==> src/rtl/ckspr_pkg.sv <==
package ckspr_pkg;

   // Operation codes carried on req_operation.
   localparam logic OP_LOAD    = 1'b0;
   localparam logic OP_COMPOSE = 1'b1;

   // Register indexes of the configuration port.
   typedef enum logic [2:0] {
      CSR_SPRITE_LEFT       = 3'd0,
      CSR_SPRITE_TOP        = 3'd1,
      CSR_SPRITE_COLUMNS    = 3'd2,
      CSR_SPRITE_ROWS       = 3'd3,
      CSR_TRANSPARENT_COLOR = 3'd4
   } csr_index_type;

   localparam int CSR_INDEX_WIDTH = 3;
   localparam int CSR_DATA_WIDTH  = 16;
   localparam int COLOR_WIDTH     = 16;

   // Compose transaction waiting on the sprite store read.
   typedef struct packed {
      logic [COLOR_WIDTH-1:0] scene_color;
      logic                   sprite_candidate;
   } read_stage_type;

endpackage

==> src/rtl/ckspr_scene.sv <==
module ckspr_scene (
   input  logic [8:0]                          x,
   input  logic [7:0]                          y,
   output logic [ckspr_pkg::COLOR_WIDTH-1:0]   color
);
   import ckspr_pkg::*;

   localparam logic [15:0] COLOR_SKY_TOP     = 16'h5D7F;
   localparam logic [15:0] COLOR_SKY_MID     = 16'h865F;
   localparam logic [15:0] COLOR_SKY_LOW     = 16'hB73F;
   localparam logic [15:0] COLOR_MOUNT_DARK  = 16'h4A69;
   localparam logic [15:0] COLOR_MOUNT_LIGHT = 16'h6B6D;
   localparam logic [15:0] COLOR_WALL_DARK   = 16'h4208;
   localparam logic [15:0] COLOR_WALL_LIGHT  = 16'h632C;
   localparam logic [15:0] COLOR_GROUND_TOP  = 16'h7BEF;
   localparam logic [15:0] COLOR_GROUND      = 16'h39E7;
   localparam logic [15:0] COLOR_GROUND_DARK = 16'h2104;
   localparam logic [15:0] COLOR_BLACK       = 16'h0000;

   localparam int PEAK_MOD_TALL  = 38;
   localparam int PEAK_MOD_SHORT = 28;
   localparam logic [7:0] MOUNT_BASE = 8'd148;

   typedef logic [63:0][5:0] peak_table_type;

   // Peak heights per 8-pixel column, indexed by x / 8.
   function automatic peak_table_type build_tall_peaks();
      peak_table_type t;
      for (int i = 0; i < 64; i++) begin
         t[i] = 6'(22 + ((i * 8 * 5) % PEAK_MOD_TALL));
      end
      return t;
   endfunction

   function automatic peak_table_type build_short_peaks();
      peak_table_type t;
      for (int i = 0; i < 64; i++) begin
         t[i] = 6'(14 + ((i * 8 * 7) % PEAK_MOD_SHORT));
      end
      return t;
   endfunction

   localparam peak_table_type PEAK_TALL  = build_tall_peaks();
   localparam peak_table_type PEAK_SHORT = build_short_peaks();

   logic [5:0] column;
   logic [7:0] tall_edge;
   logic [7:0] short_edge;

   assign column     = x[8:3];
   assign tall_edge  = MOUNT_BASE - {2'b00, PEAK_TALL[column]};
   assign short_edge = MOUNT_BASE - {2'b00, PEAK_SHORT[column]};

   always_comb begin
      priority if (y < 8'd48) begin
         color = COLOR_SKY_TOP;
      end else if (y < 8'd96) begin
         color = COLOR_SKY_MID;
      end else if (y < MOUNT_BASE) begin
         // The left half of each column shows the lighter, shorter peak.
         priority if (!x[2] && y >= short_edge) begin
            color = COLOR_MOUNT_LIGHT;
         end else if (y >= tall_edge) begin
            color = COLOR_MOUNT_DARK;
         end else begin
            color = COLOR_SKY_LOW;
         end
      end else if (y < 8'd182) begin
         priority if (y >= 8'd180) begin
            color = COLOR_BLACK;
         end else if (y < 8'd150 || x[4:1] == 4'd0) begin
            color = COLOR_WALL_LIGHT;
         end else begin
            color = COLOR_WALL_DARK;
         end
      end else if (y < 8'd188) begin
         color = COLOR_GROUND_TOP;
      end else if (y >= 8'd232) begin
         color = COLOR_GROUND_DARK;
      end else begin
         color = COLOR_GROUND;
      end
   end

endmodule

==> config.mk <==
export PLATFORM = sky130hd
export DESIGN_NAME = ckspr_scene
export DESIGN_NICKNAME = d
export VERILOG_FILES = /design/src/rtl/ckspr_pkg.sv /design/src/rtl/ckspr_scene.sv
export SDC_FILE = /design/constraint.sdc
export NUM_CORES = 1
export LEC_CHECK = 0
export BUFFER_PORTS_ARGS = -buffer_cell sky130_fd_sc_hd__buf_2
export CORE_UTILIZATION = 57
export DETAILED_ROUTE_END_ITERATION = 8
export PLACE_DENSITY = 0.93
export SYNTH_ARGS = -nofsm -noshare
export SYNTH_HDL_FRONTEND = slang
export SYNTH_SLANG_ARGS = --single-unit
==> constraint.sdc <==
create_clock -name vclk -period 6.1
set_input_delay 1.22 -clock vclk [all_inputs]
set_output_delay 1.22 -clock vclk [all_outputs]
set_load 0.02 [all_outputs]
==> results of run 1 <==
## layout make-up
cell class	count	area, sq um	share of cell area
Inverter	13	48.8	0.0412
Timing Repair Buffer	32	160	0.135
Tap cell	25	31.3	0.0264
Multi-Input combinational cell	129	943	0.797
## cells in the final DEF, fill, tap and decap left out, types with 2 or more instances in the layout
cell type / instances
buf_2: 32
ha_1: 16
nor2_1: 15
inv_1: 12
a21oi_1: 12
nand2_1: 9
o21ai_0: 9
o21a_1: 6
nor3_1: 5
xnor2_1: 4
a211oi_1: 4
o211ai_1: 4
mux2i_1: 3
a21o_1: 3
nand2b_1: 3
and2_1: 3
nand3_1: 3
o22ai_2: 2
or2_2: 2
a31oi_1: 2
a21oi_2: 2
nor3b_1: 2
## power groups by stage
stage | logic (uW) | registers (uW) | clock network (uW)
2_1_floorplan | 99.8 | 0 | 0
3_3_place_gp | 127 | 0 | 0
3_5_place_dp | 134 | 0 | 0
4_1_cts | 135 | 0 | 0
5_1_grt | 152 | 0 | 0
6_report | 136 | 0 | 0
## final timing paths
check / from / endpoint
min: y[6] / color[7]
max: x[4] / color[1]
## per-layer routing
| metal | vias to the layer above | routed length (um) | track usage |
|---|---|---|---|
| met5 | - | 0 | 0 |
| met4 | 0 | 10 | 0.0485 |
| met3 | 2 | 131 | 0.0240 |
| met2 | 51 | 1370 | 0.497 |
| met1 | 540 | 1160 | 0.386 |
| li1 | 601 | - | - |
## kinds of logic after synthesis
family	after synthesis	synth area share
buffers and inverters	21	0.0937
AOI/OAI and AO/OA	58	0.413
muxes	3	0.0288
adders and majority gates	16	0.192
and+or+nand+nor	47	0.230
xor gates and xnor gates	5	0.0421
## metrics by stage
stage          hold slack, ns  std cells  worst slack [ns]  utilization
2_1_floorplan            2.73        150              1.01            -
3_3_place_gp             2.91        199             0.594        0.686
3_5_place_dp             2.92        199             0.474        0.686
4_1_cts                  2.92        199             0.473        0.686
5_1_grt                  2.96        199             0.173        0.686
6_report                 2.93        199             0.371        0.686
## worst max-delay path: stages
cell and delay (ns):
buf_2 0.20, inv_1 0.13, ha_1 0.19, or2_2 0.29, a21oi_1 0.18, a211oi_1 0.07, a21o_1 0.22, ha_1 0.20
inv_1 0.10, xnor2_1 0.09, ha_1 0.30, nand2_1 0.05, a21o_1 0.15, a21oi_1 0.20, o211ai_1 0.20, a31oi_1 0.38
o211ai_1 0.15, buf_2 0.19
==> impl_metrics.tcl, run 1 <==
set metrics [dict create \
    status "finished, final reports clean" \
    seq_power_share 0 \
    portBuffers 32 \
    maxSlewHeadroom 0.587 \
    cp-end-kind "output pin" \
    rsz0062_at_grt "false" \
    grt_pass1_vias 1019 \
    fmax_ghz 0.175 \
    regArea_sq_um 0 \
    cts_setup_buffers 0 \
    ys_seq_area_frac 0 \
    syn2layout_area_growth_pct 13.7 \
    ir_drop_mv 0.0635 \
    postCtsResizedCells 0 \
    setup_viol 0 \
    first_iter_violations 50 \
    flops_and_latches 0 \
    syn_nets 183 \
    grt_pass1_wl_mm 4.49 \
    grt.total_usage 0.285 \
    cp_max_fo 9 \
    yosys-top-cells-count "16 x ha_1, 15 x nor2_1, 12 x a21oi_1, 12 x inv_1" \
    switching_share 0.605 \
    holdPathStages 3 \
    pwr-share-clk 0 \
    wl_mm 2.68 \
    maxCapViolations 0 \
    worst_pin_slew_ns 0.615 \
    synthDistinctLibCells 48 \
    hold_class "primary input to output pin" \
    viasPerCell 6.00 \
    wl_per_cell_um 13.5 \
    drive_above_1_share 0.259 \
    power_uw 136 \
    hold_viol 0 \
    die_h_um 44.7 \
    finalInstanceArea_sq_um 1180 \
    arrival_ns 4.51 \
    placed_area_sq_um 1180 \
    core-area_sq_um 1730 \
    tns_ns 0 \
    syn_area_per_cell_sq_um 6.94 \
    synthMostInstantiatedCell "ha_1" \
    netSwitchingPower_uw 82.4 \
    fp-row-count 15 \
    place_congestion 0.921 \
    synthCells 150 \
    critPathRequiredTime_ns 4.88 \
    p_per_area_nw_per_um2 115 \
    antenna_found_initial 0 \
    drc_errors 0 \
    synth_area_leader_cell "ha_1" \
    overflow 0 \
    synth_top_area_frac 0.192 \
    die-area_sq_um 2000 \
    drv_slew 0 \
    start_kind "primary input" \
    ant_nets 0 \
    comb_power_share 1.000 \
    place_hpwl_mm 2.15 \
    die_x_um 44.7 \
    grt_max_degree 18 \
    timing.final.crit_share 0.939 \
    fillerInstances 153 \
    antenna_cells 0 \
    finalNetCount 209 \
    clkbuf_count 0 \
    syn_area_sq_um 1040 \
    finalCriticalPeriod_ns 5.73 \
    synth_area_leaders "ha_1 19%, a21oi_1 5.8%, nor2_1 5.4%" \
    design.portCount 33 \
    vias 1194 \
    initial_core_util 0.603 \
    p_leak_uw 0.000554 \
    cts-hold-fix-buffers 0 \
    p_int_uw 53.7 \
    worstSetupPathType "primary input to output pin" \
    firstDrtPassIters 5 \
    yosysWarningCount 0 \
]
Power figures use the tool's default switching activity.
==> inputs of run 2 (changes only) <==
==> constraint.sdc (replaced) <==
create_clock -name vclk -period 6.1
set_input_delay 0.305 -clock vclk [all_inputs]
set_output_delay 0.305 -clock vclk [all_outputs]
set_load 0.02 [all_outputs]
==> run 2 against run 1 <==
Compared with the run above: power rose by 0.67%; cell count unchanged; combinational power hardly changed; critical path type unchanged; die area unchanged; critical path depth is the same; clock-buffer cell count stayed put; cell area is the same; first-iteration DRC count rose by 22%.
==> impl_metrics.tcl, run 2 (same netlist as run 1, synthesis figures left out) <==
set metrics [dict create \
    status "finished, final reports clean" \
    tns_ns 0 \
    place_hpwl_mm 2.18 \
    regArea_sq_um 0 \
    grt_max_degree 18 \
    dp_cells 199 \
    placed_area_sq_um 1180 \
    postLayoutCoreUtil 0.686 \
    drive_above_1_share 0.259 \
    cp_top_family "compound AO/OA/AOI/OAI gates" \
    timing.hold.ws_ns 1.10 \
    hold_class "primary input to output pin" \
    antenna_found_initial 0 \
    first_iter_violations 61 \
    fmax_ghz 0.259 \
    cts_setup_buffers 0 \
    crit_chain "buf_2 -> inv_1 -> ha_1 -> or2_2 -> a21oi_1 -> a211oi_1 -> a21o_1 -> ha_1 -> inv_1 -> xnor2_1 -> ha_1 -> nand2_1 -> a21o_1 -> a21oi_1 -> o211ai_1 -> a31oi_1 -> o211ai_1 -> buf_2" \
    wl_per_cell_um 13.6 \
    die_h_um 44.7 \
    final_cell_mix "32 x buf_2, 16 x ha_1, 15 x nor2_1" \
    core-area_sq_um 1730 \
    rsz0062_at_grt "false" \
    drv_slew 0 \
    maxCapViolations 0 \
    finalNetCount 209 \
    grt_pass1_vias 1014 \
    ir_drop_mv 0.0638 \
    ant_nets 0 \
    final_common_cell "buf_2" \
    hold_viol 0 \
    crit_slowest_cell "a31oi_1" \
    flops_and_latches 0 \
    start_kind "primary input" \
    portBuffers 32 \
    critPathRequiredTime_ns 5.79 \
    timing.final.crit_share 0.633 \
    finalCriticalPeriod_ns 3.86 \
    fillerInstances 159 \
    cp-end-kind "output pin" \
    setup_viol 0 \
    p_leak_uw 0.000554 \
    viasPerCell 6.09 \
    crit_buf_inv 4 \
    cp_common_cell "ha_1" \
    vias 1211 \
    worst_pin_slew_ns 0.623 \
    fp-row-count 15 \
    p_per_area_nw_per_um2 116 \
    place_congestion 0.920 \
    maxSlewHeadroom 0.581 \
    grt.total_usage 0.273 \
    syn2layout_area_growth_pct 13.7 \
    worstSetupPathType "primary input to output pin" \
    arrival_ns 3.56 \
    firstDrtPassIters 4 \
    die-area_sq_um 2000 \
    drc_errors 0 \
    cp_max_fo 9 \
    initial_core_util 0.603 \
    wl_mm 2.70 \
    crit_start "x[4]" \
    grt_pass1_wl_mm 4.31 \
    clkbuf_count 0 \
    hold_path_startpoint "y[6]" \
    overflow 0 \
    final-instance-count-excl-fill 199 \
    design.portCount 33 \
    antenna_cells 0 \
    finalInstanceArea_sq_um 1180 \
    die_x_um 44.7 \
    cts-hold-fix-buffers 0 \
    slowest_delay_ns 0.36 \
    postCtsResizedCells 0 \
]
run 2: cell counts in the layout (fill, tap and decap cells not counted):
No cell type changed its count.
run 2: per-stage QoR:
stage,total power (uW),setup WS (ns)
3_3_place_gp,127,2.42
5_1_grt,150,2.03
2_1_floorplan,99.8,2.84
3_5_place_dp,135,2.29
6_report,137,2.24
4_1_cts,135,2.29
run 2: routing by layer:
metal	part of all wire	GRT usage	up-vias
li1	-	-	599
met1	0.43	0.354	551
met2	0.49	0.497	53
met3	0.060	0.0160	8
met4	0.020	0.0545	0
met5	0	0	-
run 2: path summary, 6_finish.rpt:
path,endpoint,slack (ns),cells past startpoint
worst max-delay path,color[1],2.24,18
worst min-delay path,color[1],1.10,3
run 2: where the power goes:
part | total (uW) | switching (uW) | leakage [uW] | internal [uW]
Clock | 0 | 0 | 0 | 0
Combinational | 137 | 83.3 | 0.000554 | 53.7
Sequential | 0 | 0 | 0 | 0
run 2: cell type report:
| cell class | instances | area (sq um) | area share |
|---|---|---|---|
| Timing Repair Buffer | 32 | 160 | 0.135 |
| Tap cell | 25 | 31.3 | 0.0264 |
| Inverter | 13 | 48.8 | 0.0412 |
| Multi-Input combinational cell | 129 | 943 | 0.797 |
